--- src/jse_pkg.sv ---
package jse_pkg;

  typedef struct packed {
    logic [7:0] in_byte;
    logic       first_byte;
    logic       last_byte;
    logic       empty_string;
  } in_t;

  typedef struct packed {
    logic [7:0] out_byte;
    logic       run_end;
    logic       string_end;
  } out_t;

  localparam int unsigned MAX_RUN = 8;
  localparam int unsigned IDX_W   = $clog2(MAX_RUN);

  // one input's expansion, ready to be sent byte by byte
  typedef struct packed {
    logic [MAX_RUN-1:0][7:0] bytes;
    logic [IDX_W-1:0]        last_idx;
    logic                    has_close;
  } run_t;

  localparam logic [7:0] CH_QUOTE  = 8'h22;
  localparam logic [7:0] CH_BSLASH = 8'h5C;
  localparam logic [7:0] CH_BS     = 8'h08;
  localparam logic [7:0] CH_FF     = 8'h0C;
  localparam logic [7:0] CH_LF     = 8'h0A;
  localparam logic [7:0] CH_CR     = 8'h0D;
  localparam logic [7:0] CH_TAB    = 8'h09;
  localparam logic [7:0] CH_DEL    = 8'h7F;
  localparam logic [7:0] CH_SPACE  = 8'h20;
  localparam logic [7:0] CH_ZERO   = 8'h30;
  localparam logic [7:0] CH_LOW_B  = 8'h62;
  localparam logic [7:0] CH_LOW_F  = 8'h66;
  localparam logic [7:0] CH_LOW_N  = 8'h6E;
  localparam logic [7:0] CH_LOW_R  = 8'h72;
  localparam logic [7:0] CH_LOW_T  = 8'h74;
  localparam logic [7:0] CH_LOW_U  = 8'h75;

  localparam logic [7:0] LEAD2_MASK = 8'hE0;
  localparam logic [7:0] LEAD2_CODE = 8'hC0;
  localparam logic [7:0] LEAD3_MASK = 8'hF0;
  localparam logic [7:0] LEAD3_CODE = 8'hE0;
  localparam logic [7:0] LEAD4_MASK = 8'hF8;
  localparam logic [7:0] LEAD4_CODE = 8'hF0;

  localparam logic [7:0] NIBBLE_ASCII [16] = '{
    8'h30, 8'h31, 8'h32, 8'h33, 8'h34, 8'h35, 8'h36, 8'h37,
    8'h38, 8'h39, 8'h41, 8'h42, 8'h43, 8'h44, 8'h45, 8'h46
  };

  function automatic logic [7:0] hex_char(input logic [3:0] nib);
    return NIBBLE_ASCII[nib];
  endfunction

endpackage

--- src/jse_encode.sv ---
module jse_encode (
  input  jse_pkg::in_t  item,
  input  logic [1:0]    cont,
  output jse_pkg::run_t run,
  output logic [1:0]    cont_next
);

  logic [jse_pkg::MAX_RUN-1:0][7:0] body;
  logic [2:0]                       blen;
  logic [1:0]                       cur;
  logic [1:0]                       cnt_enc;
  logic [7:0]                       two;
  logic [7:0]                       ch;
  logic                             open_q;
  logic                             close_q;
  logic [3:0]                       total;

  always_comb begin
    ch      = item.in_byte;
    body    = '0;
    blen    = 3'd1;
    two     = 8'h00;
    cur     = item.first_byte ? 2'd0 : cont;
    cnt_enc = cur;
    if (cur != 2'd0) begin
      // continuation byte passes raw
      body[0] = ch;
      cnt_enc = cur - 2'd1;
    end else if (ch[7]) begin
      body[0] = ch;
      if ((ch & jse_pkg::LEAD2_MASK) == jse_pkg::LEAD2_CODE) begin
        cnt_enc = 2'd1;
      end else if ((ch & jse_pkg::LEAD3_MASK) == jse_pkg::LEAD3_CODE) begin
        cnt_enc = 2'd2;
      end else if ((ch & jse_pkg::LEAD4_MASK) == jse_pkg::LEAD4_CODE) begin
        cnt_enc = 2'd3;
      end
    end else begin
      case (ch)
        jse_pkg::CH_BSLASH: two = jse_pkg::CH_BSLASH;
        jse_pkg::CH_QUOTE:  two = jse_pkg::CH_QUOTE;
        jse_pkg::CH_BS:     two = jse_pkg::CH_LOW_B;
        jse_pkg::CH_FF:     two = jse_pkg::CH_LOW_F;
        jse_pkg::CH_LF:     two = jse_pkg::CH_LOW_N;
        jse_pkg::CH_CR:     two = jse_pkg::CH_LOW_R;
        jse_pkg::CH_TAB:    two = jse_pkg::CH_LOW_T;
        default:            two = 8'h00;
      endcase
      if (two != 8'h00) begin
        body[0] = jse_pkg::CH_BSLASH;
        body[1] = two;
        blen    = 3'd2;
      end else if (ch < jse_pkg::CH_SPACE || ch == jse_pkg::CH_DEL) begin
        body[0] = jse_pkg::CH_BSLASH;
        body[1] = jse_pkg::CH_LOW_U;
        body[2] = jse_pkg::CH_ZERO;
        body[3] = jse_pkg::CH_ZERO;
        body[4] = jse_pkg::hex_char(ch[7:4]);
        body[5] = jse_pkg::hex_char(ch[3:0]);
        blen    = 3'd6;
      end else begin
        body[0] = ch;
      end
    end

    open_q  = item.empty_string | item.first_byte;
    close_q = item.empty_string | item.last_byte;
    if (item.empty_string) begin
      blen = 3'd0;
    end
    cont_next = close_q ? 2'd0 : cnt_enc;

    // lay out: opening quote, body, closing quote
    for (int i = 0; i < jse_pkg::MAX_RUN; i++) begin
      if (open_q && i == 0) begin
        run.bytes[i] = jse_pkg::CH_QUOTE;
      end else if ((3'(i) - 3'(open_q)) < blen) begin
        run.bytes[i] = body[3'(i) - 3'(open_q)];
      end else begin
        run.bytes[i] = jse_pkg::CH_QUOTE;
      end
    end
    total         = 4'(open_q) + 4'(blen) + 4'(close_q);
    run.last_idx  = jse_pkg::IDX_W'(total - 4'd1);
    run.has_close = close_q;
  end

endmodule

--- src/jse_serialize.sv ---
module jse_serialize (
  input  logic                  clk,
  input  logic                  rst,
  input  jse_pkg::run_t         run_in,
  input  logic                  load_req,
  output logic                  load_ok,
  output logic                  out_valid,
  input  logic                  out_stall,
  output jse_pkg::out_t         out_word
);

  jse_pkg::run_t              run;
  logic                       valid;
  logic [jse_pkg::IDX_W-1:0]  idx;
  logic                       at_last;
  logic                       done;

  assign at_last = idx == run.last_idx;
  assign done    = valid && !out_stall && at_last;
  assign load_ok = !valid || done;

  assign out_valid           = valid;
  assign out_word.out_byte   = run.bytes[idx];
  assign out_word.run_end    = at_last;
  assign out_word.string_end = at_last && run.has_close;

  always_ff @(posedge clk) begin
    if (rst) begin
      valid <= 1'b0;
      idx   <= '0;
    end else if (load_ok && load_req) begin
      valid <= 1'b1;
      idx   <= '0;
    end else if (done) begin
      valid <= 1'b0;
    end else if (valid && !out_stall) begin
      idx <= idx + 1'b1;
    end
  end

  always_ff @(posedge clk) begin
    if (load_ok && load_req) begin
      run <= run_in;
    end
  end

`ifndef SYNTH
  a_idx_in_run: assert property (@(posedge clk) disable iff (rst)
    valid |-> idx <= run.last_idx)
    else $error("byte index past end of run");

  a_hold_on_stall: assert property (@(posedge clk) disable iff (rst)
    valid && out_stall |=> valid && $stable(idx))
    else $error("run advanced while stalled");
`endif

endmodule

--- src/json_string_escaper.sv ---
// an accepted word waits in the input register, then is encoded into the run register
// throughput: one output byte per cycle while out_stall is low; an input word
//   expands to 1 byte for plain bytes, 2 for short escapes, 6 for \u00XX, plus quotes
// an input register and the run register let a new word enter while a run drains
// reset clears the valid flags and the utf-8 continuation count
module json_string_escaper (
  input  logic          clk,
  input  logic          rst,
  input  logic          in_valid,
  output logic          in_stall,
  input  jse_pkg::in_t  in_word,
  output logic          out_valid,
  input  logic          out_stall,
  output jse_pkg::out_t out_word
);

  jse_pkg::in_t  item;
  logic          item_valid;
  logic [1:0]    cont;
  logic [1:0]    cont_next;
  jse_pkg::run_t run_next;
  logic          load_ok;
  logic          move;

  assign move     = item_valid && load_ok;
  assign in_stall = item_valid && !move;

  always_ff @(posedge clk) begin
    if (rst) begin
      item_valid <= 1'b0;
      cont       <= 2'd0;
    end else begin
      if (in_valid && !in_stall) begin
        item_valid <= 1'b1;
      end else if (move) begin
        item_valid <= 1'b0;
      end
      if (move) begin
        cont <= cont_next;
      end
    end
  end

  always_ff @(posedge clk) begin
    if (in_valid && !in_stall) begin
      item <= in_word;
    end
  end

  jse_encode u_encode (
    .item      (item),
    .cont      (cont),
    .run       (run_next),
    .cont_next (cont_next)
  );

  jse_serialize u_serialize (
    .clk       (clk),
    .rst       (rst),
    .run_in    (run_next),
    .load_req  (item_valid),
    .load_ok   (load_ok),
    .out_valid (out_valid),
    .out_stall (out_stall),
    .out_word  (out_word)
  );

`ifndef SYNTH
  a_close_clears: assert property (@(posedge clk) disable iff (rst)
    move && (item.last_byte || item.empty_string) |=> cont == 2'd0)
    else $error("continuation count not cleared at string end");

  a_stall_needs_item: assert property (@(posedge clk) disable iff (rst)
    in_stall |-> item_valid && !load_ok)
    else $error("input stalled with free input register");

  a_end_marks: assert property (@(posedge clk) disable iff (rst)
    out_valid && out_word.string_end |-> out_word.run_end
      && out_word.out_byte == jse_pkg::CH_QUOTE)
    else $error("string end not on closing quote");
`endif

endmodule
--- config.mk ---
export PLATFORM = sky130hd
export DESIGN_NAME = json_string_escaper
export DESIGN_NICKNAME = d
export VERILOG_FILES = /design/src/jse_pkg.sv /design/src/jse_encode.sv /design/src/jse_serialize.sv /design/src/json_string_escaper.sv
export SDC_FILE = /design/constraint.sdc
export NUM_CORES = 1
export LEC_CHECK = 0
export BUFFER_PORTS_ARGS = -buffer_cell sky130_fd_sc_hd__buf_4
export CORE_UTILIZATION = 50
export CTS_BUF_LIST = sky130_fd_sc_hd__clkbuf_16
export CTS_CLUSTER_SIZE = 10
export DETAILED_ROUTE_END_ITERATION = 10
export HOLD_SLACK_MARGIN = 0.03
export PLACE_DENSITY = 0.68
export SKIP_LAST_GASP = 1
export SYNTH_ARGS = -nofsm -noshare
export SYNTH_HDL_FRONTEND = slang
export SYNTH_SLANG_ARGS = --single-unit
--- constraint.sdc ---
create_clock -name clk -period 3.7 [get_ports clk]
set_clock_uncertainty 0.2 [all_clocks]
set_input_delay 0.74 -clock clk [delete_from_list [all_inputs] [get_ports clk]]
set_output_delay 0.74 -clock clk [all_outputs]
set_load 0.005 [all_outputs]
==> results of run 1 <==
[how the worst max path moves through the flow]
stage	startpoint	endpoint	slack, ns
floorplan	item[3]$_DFFE_PP_	u_serialize.run[9]$_SDFFCE_PP1P_	0.37
global placement	item[3]$_DFFE_PP_	u_serialize.run[9]$_SDFFCE_PP1P_	0.32
detailed placement	item[3]$_DFFE_PP_	u_serialize.run[9]$_SDFFCE_PP1P_	0.20
CTS	item[3]$_DFFE_PP_	u_serialize.run[9]$_SDFFCE_PP1P_	0.19
global route	item[3]$_DFFE_PP_	u_serialize.run[9]$_SDFFCE_PP1P_	0.005
finish	item[3]$_DFFE_PP_	u_serialize.run[9]$_SDFFCE_PP1P_	0.13
[flip-flops by register name, summed over array words and instances, names as in the netlist]
name and cells:
item_valid 1, cont 2, u_serialize.run 54, item 11, u_serialize.out_valid 1, u_serialize.idx 3
[stage by stage]
step | total power [mW] | instance area, sq um | util (%) | hold slack (ns)
after floorplan | 1.12 | 4140 | - | 0.246
after global placement | 1.21 | 4490 | 57.2 | 0.265
after detailed placement | 1.21 | 4490 | 57.2 | 0.269
after CTS | 2.09 | 4790 | 61.1 | 0.279
after global routing | 2.15 | 4790 | 61.1 | 0.324
final | 2.08 | 4790 | 61.1 | 0.285
[cell type report]
class | instances | area (sq um)
inverters | 24 | 90.1
repair buffers | 42 | 328
clock inverters | 7 | 80.1
multi-input cells | 241 | 1850
flip-flops and latches | 72 | 2090
clock buffers | 9 | 225
well taps | 102 | 128
fillers | 645 | 3050
[power by group through the flow]
| stage | clock network, mW | logic (mW) | registers, mW |
|---|---|---|---|
| after global placement | 0 | 0.233 | 0.974 |
| final | 0.883 | 0.238 | 0.959 |
| after detailed placement | 0 | 0.234 | 0.976 |
| after CTS | 0.892 | 0.237 | 0.959 |
| after floorplan | 0 | 0.157 | 0.966 |
| after global routing | 0.930 | 0.260 | 0.963 |
[placed cells by master, fill, tap and decap left out, drive strengths merged, types with 10 or more instances in the layout]
cell and n:
edfxtp 65, buf 42, nor2 26, inv 26, a21oi 22, ha 22, nand2 20, o21ai 13
nor3 12, nand2b 10, nor2b 10
[logic make-up after synthesis]
group           Yosys count  share of synthesized area, %
other cells               1                        0.0908
mux                      21                          7.90
simple gates            107                          14.6
compound gates           80                          13.5
flops                    72                          50.6
xor+xnor                  6                          1.27
buf+inv                  46                          4.88
fa+ha+maj                23                          7.15
[tightest hold or removal path: stages (launching register included)]
cell     delay (ns)
dfxtp_1        0.32
inv_1          0.06
a21oi_1        0.05
[per-layer routing]
| metal | wire (um) | track usage [%] | share of wire, % | vias up |
|---|---|---|---|---|
| li1 | - | - | - | 1394 |
| met3 | 627 | 5.67 | 6.8 | 15 |
| met4 | 150 | 7.69 | 1.6 | 0 |
| met2 | 4370 | 36.8 | 47 | 114 |
| met1 | 4110 | 31.6 | 44 | 1381 |
| met5 | 0 | 0 | 0 | - |
[repair_timing]
item / 4_1_cts / 5_1_grt
hold buffers: 0 / 0
endpoints found under the setup margin: 0 / 1
resized for setup: 0 / 1
==> flow_metrics.env, run 1 <==
export IMPL_fmax_mhz=280
export IMPL_synth_seq_cells=72
export IMPL_worstPathRequired_ns=3.56
export IMPL_pwr_density_cell_nw_per_um2=434
export IMPL_totalWireLength_um=9260
export IMPL_yosysWarnings=0
export IMPL_first_iter_violations=210
export IMPL_synth_top_area_cell="edfxtp_1"
export IMPL_die_h_um=92.9
export IMPL_dp_hpwl_um=6850
export IMPL_fin_crit_ns=3.57
export IMPL_fin_cells=497
export IMPL_fin_tns_setup_ns=0
export IMPL_grt_pass1_wl_um=14800
export IMPL_crit_fanout=7
export IMPL_area_growth_pct=16.0
export IMPL_finalWeightedCongestion=0.915
export IMPL_wl_per_cell_um=18.6
export IMPL_io_pins=27
export IMPL_outcome="finished clean"
export IMPL_reg2reg_to="u_serialize.run[9]$_SDFFCE_PP1P_"
export IMPL_ff2ff_path_depth=11
export IMPL_syn_cell_area_sq_um=4130
export IMPL_p_leak_nw=1.78
export IMPL_ys_types=68
export IMPL_hp_class="reg -> reg"
export IMPL_worst_path_max_delay_cell="or4_4"
export IMPL_cp_cell_sequence="inv_1 -> ha_1 -> nor2b_2 -> and4_2 -> or4_4 -> or2_1 -> ha_1 -> a21oi_1 -> nand2_1 -> a31oi_1 -> o21ai_0"
export IMPL_grt_pass1_vias=2747
export IMPL_layout_setup_ws_ns=0.126
export IMPL_rows=32
export IMPL_cts_setup_buffers=0
export IMPL_drv_slew=0
export IMPL_antenna_found_initial=0
export IMPL_drv_cap=0
export IMPL_diodes=0
export IMPL_start_kind="flop"
export IMPL_worstHoldEndpoint="u_serialize.out_valid$_SDFFE_PP0P_"
export IMPL_max_slew_margin_rel_pct=42.3
export IMPL_path_delay_family="simple AND/OR/NAND/NOR gates"
export IMPL_cts_sinks=72
export IMPL_yosys_top_cells_count="edfxtp_1 (65), nor2_1 (26), inv_1 (24), a21oi_1 (22), ha_1 (22)"
export IMPL_grt_overflow=0
export IMPL_synth_cells=356
export IMPL_p_switching_mw=0.517
export IMPL_dr_total_vias=2904
export IMPL_synth_edf_count=65
export IMPL_clk_path_buf_depth=2
export IMPL_coreArea_sq_um=7850
export IMPL_path_common_cell="ha_1"
export IMPL_drive_gt1_share_pct=22.3
export IMPL_reg2reg_from="item[3]$_DFFE_PP_"
export IMPL_rsz0062_at_grt="no"
export IMPL_portBuffers=26
export IMPL_place_inst=481
export IMPL_r2r_slack_ns=0.13
export IMPL_endpoint_kind="flop"
export IMPL_dieArea_sq_um=8630
export IMPL_async_flop_share_pct=0
export IMPL_grt_max_degree=35
export IMPL_seq_power_share_pct=46.1
export IMPL_nets=428
export IMPL_finalHoldViolCount=0
export IMPL_p_int_mw=1.56
export IMPL_root_buffer="clkbuf_16"
export IMPL_synth_most_common_cell="edfxtp_1"
export IMPL_switching_share_pct=24.8
export IMPL_p_comb_share_pct=11.4
export IMPL_synth_top_cell_area_share_pct=47.2
export IMPL_clkTransAtPathRegs_ns=0.06
export IMPL_synth_area_leaders="edfxtp_1 (47%), ha_1 (6.7%), mux4_2 (4.9%), dfxtp_1 (3.4%), a21oi_1 (2.7%)"
export IMPL_pre_cts_slack_ns=0.196
export IMPL_crit_buf_inv=1
export IMPL_p_clk_share_pct=42.5
export IMPL_groute_usage_overall_pct=23.3
export IMPL_setup_violations_final=0
export IMPL_vias_per_cell=5.84
export IMPL_drc_errors=0
export IMPL_hold_depth=2
export IMPL_synth_top_flop_cell="edfxtp_1"
export IMPL_crit_type="reg -> reg"
export IMPL_tightest_slew_ns=0.857
export IMPL_initial_utilization_pct=52.6
export IMPL_max_stage_delay_ns=0.52
export IMPL_hold_start="item_valid$_SDFFE_PP0P_"
export IMPL_ir_drop_mv=0.263
export IMPL_drt_pass1_iter_count=5
export IMPL_cts_tree="yes"
export IMPL_dieWidth_um=92.9
export IMPL_synth_area_per_cell_sq_um=11.6
export IMPL_cp_depth=11
export IMPL_post_route_period_util_pct=96.6
export IMPL_yosysSeqAreaShare_pct=50.6
export IMPL_clock_latency_ns=0.33
export IMPL_htreeDepth=3
export IMPL_cts_made_buffers=9
export IMPL_ant_nets=0
export IMPL_cp_arrival_ns=3.44
(Power assumes the default switching activity.)
==> run 2: changes to the inputs <==
--- a/config.mk
+++ b/config.mk
@@ -5,7 +5,7 @@
 export SDC_FILE = /design/constraint.sdc
 export NUM_CORES = 1
 export LEC_CHECK = 0
-export BUFFER_PORTS_ARGS = -buffer_cell sky130_fd_sc_hd__buf_4
+export BUFFER_PORTS_ARGS = -buffer_cell sky130_fd_sc_hd__buf_2
 export CORE_UTILIZATION = 50
 export CTS_BUF_LIST = sky130_fd_sc_hd__clkbuf_16
 export CTS_CLUSTER_SIZE = 10
==> run 2 against run 1 <==
Setup slack improved by 0.019 ns; fmax rose by 0.54%; clock-buffer cell count did not move; cell count did not move; core utilization fell by 0.97 points; cell area fell by 1.6%; sequential share of layout area rose by 0.71 points; critical path type unchanged; critical endpoint is now u_serialize.run[7]$_SDFFCE_PP0P_; largest power group unchanged.
==> flow_metrics.env, run 2 (synthesis gave the netlist of run 1 again) <==
export IMPL_outcome="finished clean"
export IMPL_io_pins=27
export IMPL_coreArea_sq_um=7850
export IMPL_dieWidth_um=92.9
export IMPL_seq_power_share_pct=47.6
export IMPL_die_h_um=92.9
export IMPL_clock_latency_ns=0.34
export IMPL_initial_utilization_pct=52.6
export IMPL_tightest_slew_ns=0.705
export IMPL_wl_per_cell_um=18.1
export IMPL_reg2reg_from="item[3]$_DFFE_PP_"
export IMPL_hold_start="item_valid$_SDFFE_PP0P_"
export IMPL_p_comb_share_pct=11.1
export IMPL_root_buffer="clkbuf_16"
export IMPL_hold_depth=2
export IMPL_finalWeightedCongestion=0.924
export IMPL_vias_per_cell=5.90
export IMPL_dp_hpwl_um=6630
export IMPL_ir_drop_mv=0.353
export IMPL_p_leak_nw=1.75
export IMPL_r2r_slack_ns=0.15
export IMPL_cp_arrival_ns=3.54
export IMPL_cp_endpoint="u_serialize.run[7]$_SDFFCE_PP0P_"
export IMPL_diodes=0
export IMPL_top_register="u_serialize.run"
export IMPL_area_growth_pct=14.2
export IMPL_post_route_period_util_pct=96.1
export IMPL_worstPathRequired_ns=3.68
export IMPL_clk_path_buf_depth=2
export IMPL_drv_slew=0
export IMPL_endpoint_kind="flop"
export IMPL_drc_errors=0
export IMPL_grt_pass1_vias=2757
export IMPL_finalHoldViolCount=0
export IMPL_holdBufCountCts=0
export IMPL_antenna_found_initial=0
export IMPL_switching_share_pct=23.7
export IMPL_groute_usage_overall_pct=22.7
export IMPL_ant_nets=0
export IMPL_totalWireLength_um=8970
export IMPL_setup_violations_final=0
export IMPL_grt_max_degree=46
export IMPL_p_clk_share_pct=41.2
export IMPL_hp_class="reg -> reg"
export IMPL_crit_type="reg -> reg"
export IMPL_fin_crit_ns=3.55
export IMPL_final_common_cell="edfxtp_1"
export IMPL_fin_tns_setup_ns=0
export IMPL_fmax_mhz=281
export IMPL_final_cell_mix="edfxtp_1 (65), nor2_1 (26), buf_2 (26)"
export IMPL_first_iter_violations=266
export IMPL_grt_pass1_wl_um=14600
export IMPL_cts_sinks=72
export IMPL_dieArea_sq_um=8630
export IMPL_cts_tree="yes"
export IMPL_grt_overflow=0
export IMPL_rows=32
export IMPL_nets=428
export IMPL_drt_pass1_iter_count=6
export IMPL_reg2reg_to="u_serialize.run[7]$_SDFFCE_PP0P_"
export IMPL_pwr_density_cell_nw_per_um2=428
export IMPL_largestRegisters="u_serialize.run (54), item (11), u_serialize.idx (3)"
export IMPL_dr_total_vias=2933
export IMPL_pre_cts_slack_ns=0.148
export IMPL_final_util_pct=60.1
export IMPL_clkTransAtPathRegs_ns=0.06
export IMPL_layout_setup_ws_ns=0.145
export IMPL_ff2ff_path_depth=11
export IMPL_largest_reg_flops=54
export IMPL_crit_fanout=7
export IMPL_drv_cap=0
export IMPL_p_switching_mw=0.479
export IMPL_rsz0062_at_grt="no"
export IMPL_drive_gt1_share_pct=22.0
export IMPL_max_slew_margin_rel_pct=52.5
export IMPL_htreeDepth=3
export IMPL_p_int_mw=1.54
export IMPL_portBuffers=26
export IMPL_cts_made_buffers=9
export IMPL_start_kind="flop"
export IMPL_critPathLaunch="item[3]$_DFFE_PP_"
-- run 2: cell types whose count changed in the layout (fill, tap and decap cells not counted), sizes merged --
cell / before / now
clkinvlp: 1 / 3
clkinv: 3 / 1
-- run 2: layout make-up --
class / count / area (sq um)
Fill cell: 657 / 3130
Timing Repair Buffer: 42 / 263
Tap cell: 102 / 128
Inverter: 24 / 90.1
Sequential cell: 72 / 2090
Clock buffer: 9 / 225
Multi-Input combinational cell: 241 / 1850
Clock inverter: 7 / 65.1
-- run 2: worst min path at each step --
stage                                                     to  slack [ns]
after floorplan           u_serialize.out_valid$_SDFFE_PP0P_        0.25
after global routing      u_serialize.out_valid$_SDFFE_PP0P_        0.31
after CTS                 u_serialize.out_valid$_SDFFE_PP0P_        0.28
after detailed placement  u_serialize.out_valid$_SDFFE_PP0P_        0.27
after global placement    u_serialize.out_valid$_SDFFE_PP0P_        0.27
final                     u_serialize.out_valid$_SDFFE_PP0P_        0.28
-- run 2: per-stage QoR --
step	hold slack (ns)	total power, mW	area [sq um]	cells
5_1_grt	0.310	2.09	4720	497
3_3_place_gp	0.266	1.19	4410	479
2_1_floorplan	0.246	1.12	4140	359
3_5_place_dp	0.274	1.20	4410	479
6_report	0.278	2.02	4720	497
4_1_cts	0.282	2.02	4700	495
-- run 2: repair_timing --
item	CTS	global route
gates resized for setup	0	2
setup buffers	0	2
setup endpoints to repair	0	11
-- run 2: power groups by stage --
stage | sequential, mW | combinational [mW] | clock [mW]
finish | 0.962 | 0.225 | 0.833
global route | 0.966 | 0.250 | 0.873
CTS | 0.962 | 0.220 | 0.842
detailed placement | 0.979 | 0.219 | 0
global placement | 0.976 | 0.217 | 0
floorplan | 0.966 | 0.157 | 0
-- run 2: critical path: stages, from the launching register on --
cell and delay, ns:
edfxtp_1 0.40, inv_1 0.14, ha_1 0.23, nor2b_2 0.19
and4_2 0.30, or4_4 0.52, or2_1 0.34, ha_1 0.38
a21oi_1 0.17, nand2_1 0.12, a31o_2 0.27, a21oi_1 0.14
-- run 2: layer usage --
metal  track usage, %  part of all wire, %
met1             31.4                   44
met2             35.4                   47
met3             4.76                  7.5
met4             8.08                  1.8
met5                0                    0
==> run 3: changes to the inputs <==
--- a/config.mk
+++ b/config.mk
@@ -11,7 +11,7 @@
 export CTS_CLUSTER_SIZE = 10
 export DETAILED_ROUTE_END_ITERATION = 10
 export HOLD_SLACK_MARGIN = 0.03
-export PLACE_DENSITY = 0.68
+export PLACE_DENSITY = 0.7
 export SKIP_LAST_GASP = 1
 export SYNTH_ARGS = -nofsm -noshare
 export SYNTH_HDL_FRONTEND = slang
==> constraint.sdc (replaced) <==
create_clock -name clk -period 3 [get_ports clk]
set_clock_uncertainty 0.2 [all_clocks]
set_input_delay 0.6 -clock clk [delete_from_list [all_inputs] [get_ports clk]]
set_output_delay 0.6 -clock clk [all_outputs]
set_load 0.005 [all_outputs]
==> run 3 against run 2 <==
The flow now finishes with violations (negative setup slack); sequential share of layout area shrank 6.1 points; fmax is 11% higher; power is 29% higher; setup slack got worse by 0.36 ns; cell area increased by 16%; cell count up 12%; core utilization grew 9.6 points; clock power increased by 22%; critical path depth fell by 1; die area stayed put.
==> flow_metrics.env, run 3 (synthesis gave the netlist of run 1 again) <==
export IMPL_outcome="complete, but fails checks"
export IMPL_violations="negative setup slack"
export IMPL_cts_made_buffers=9
export IMPL_setup_violations_final=16
export IMPL_cts_tree="yes"
export IMPL_final_common_cell="buf_4"
export IMPL_largestRegisters="u_serialize.run (54), item (11), u_serialize.idx (3)"
export IMPL_drv_cap=0
export IMPL_die_h_um=92.9
export IMPL_clk_path_buf_depth=2
export IMPL_post_route_period_util_pct=107
export IMPL_portBuffers=26
export IMPL_largest_reg_flops=54
export IMPL_drive_gt1_share_pct=42.1
export IMPL_wl_per_cell_um=19.2
export IMPL_clkTransAtPathRegs_ns=0.06
export IMPL_p_switching_mw=0.691
export IMPL_hp_class="in -> reg"
export IMPL_fin_crit_ns=3.21
export IMPL_worstPathRequired_ns=2.88
export IMPL_diodes=0
export IMPL_switching_share_pct=26.5
export IMPL_fmax_mhz=311
export IMPL_finalPower_mw=2.60
export IMPL_p_comb_share_pct=15.5
export IMPL_top_usage_layer="met2"
export IMPL_htreeDepth=3
export IMPL_crit_fanout=4
export IMPL_pwr_density_cell_nw_per_um2=476
export IMPL_grt_pass1_wl_um=16000
export IMPL_root_buffer="clkbuf_16"
export IMPL_area_growth_pct=32.4
export IMPL_groute_usage_overall_pct=24.8
export IMPL_layout_setup_ws_ns=-0.211
export IMPL_clock_latency_ns=0.34
export IMPL_coreArea_sq_um=7850
export IMPL_first_iter_violations=298
export IMPL_grt_use_met2_pct=43.6
export IMPL_tightest_slew_ns=0.733
export IMPL_seq_power_share_pct=45.3
export IMPL_grt_overflow=0
export IMPL_cts_sinks=72
export IMPL_fillCellCount=570
export IMPL_start_kind="flop"
export IMPL_drv_slew=0
export IMPL_fin_tns_setup_ns=-1.54
export IMPL_endpoint_kind="flop"
export IMPL_final_cell_mix="buf_4 (70), edfxtp_1 (65), buf_2 (26)"
export IMPL_finalHoldViolCount=0
export IMPL_grt_max_degree=55
export IMPL_layout_area_seq_sq_um=2090
export IMPL_rsz0062_at_grt="yes"
export IMPL_grt_pass1_vias=3048
export IMPL_dp_hpwl_um=7290
export IMPL_initial_utilization_pct=52.6
export IMPL_antenna_found_initial=0
export IMPL_vias_per_cell=5.87
export IMPL_multi_input_area_sq_um=2120
export IMPL_crit_type="reg -> reg"
export IMPL_use_met3_pct=4.60
export IMPL_totalWireLength_um=10700
export IMPL_p_int_mw=1.91
export IMPL_p_leak_nw=2.09
export IMPL_drt_pass1_iter_count=5
export IMPL_cp_arrival_ns=3.09
export IMPL_finalWeightedCongestion=0.994
export IMPL_nets=489
export IMPL_rows=32
export IMPL_dieArea_sq_um=8630
export IMPL_p_clk_share_pct=39.2
export IMPL_top_register="u_serialize.run"
export IMPL_ir_drop_mv=0.338
export IMPL_ant_nets=0
export IMPL_max_slew_margin_rel_pct=50.6
export IMPL_drc_errors=0
export IMPL_dr_total_vias=3278
export IMPL_io_pins=27
export IMPL_met1_usage_pct=31.5
export IMPL_dieWidth_um=92.9
==> run 3: worst paths after layout <==
check        slack, ns                            endpoint               startpoint  depth (start not counted)
max reg2reg      -0.21    u_serialize.run[9]$_SDFFCE_PP1P_        item[4]$_DFFE_PP_                         10
min reg2reg       0.29  u_serialize.out_valid$_SDFFE_PP0P_  item_valid$_SDFFE_PP0P_                          2
min               0.24                   item[5]$_DFFE_PP_               in_word[5]                          1
max              -0.21    u_serialize.run[9]$_SDFFCE_PP1P_        item[4]$_DFFE_PP_                         10
==> run 3: power by group through the flow <==
stage,logic (mW),registers (mW),clock network [mW]
2_1_floorplan,0.198,1.19,0
3_3_place_gp,0.317,1.20,0
3_5_place_dp,0.322,1.20,0
4_1_cts,0.353,1.18,1.02
5_1_grt,0.432,1.18,1.07
6_report,0.403,1.18,1.02
==> run 3: stage by stage <==
stage | std cells | setup slack [ns] | utilization, % | instance area, sq um | hold slack, ns
6_report | 558 | -0.211 | 69.7 | 5470 | 0.236
5_1_grt | 558 | -0.274 | 69.7 | 5470 | 0.230
4_1_cts | 548 | -0.0635 | 66.5 | 5220 | 0.234
3_5_place_dp | 520 | -0.158 | 60.5 | 4750 | 0.278
3_3_place_gp | 520 | -0.151 | 60.5 | 4750 | 0.271
2_1_floorplan | 359 | -0.123 | - | 4180 | 0.246
==> run 3: critical path: stages, from the launching register on <==
cell	delay (ns)
edfxtp_1	0.48
ha_4	0.21
nor2b_4	0.13
o31a_4	0.29
or4_4	0.49
or2_4	0.30
ha_4	0.25
a21oi_2	0.19
nand2_2	0.13
a31oi_4	0.19
o21ai_1	0.08
==> run 3: layer usage <==
layer | vias to the layer above | wire (um)
met3 | 41 | 612
met4 | 0 | 336
met2 | 155 | 5480
li1 | 1507 | -
met5 | - | 0
met1 | 1575 | 4260
==> run 3: repair_timing <==
item | CTS | global route
pin swaps | 7 | 16
gates resized for setup | 23 | 38
hold buffers | 0 | 0
setup endpoints to repair | 26 | 42
setup buffers | 12 | 10
==> run 3: cell type report <==
type                       instances  share of cell area (%)
clock inverter                     7                    1.12
timing repair buffer             103                    13.7
multi-input combinational        241                    38.8
tap                              102                    2.33
sequential                        72                    38.2
inverter                          24                    1.72
clock buffer                       9                    4.12
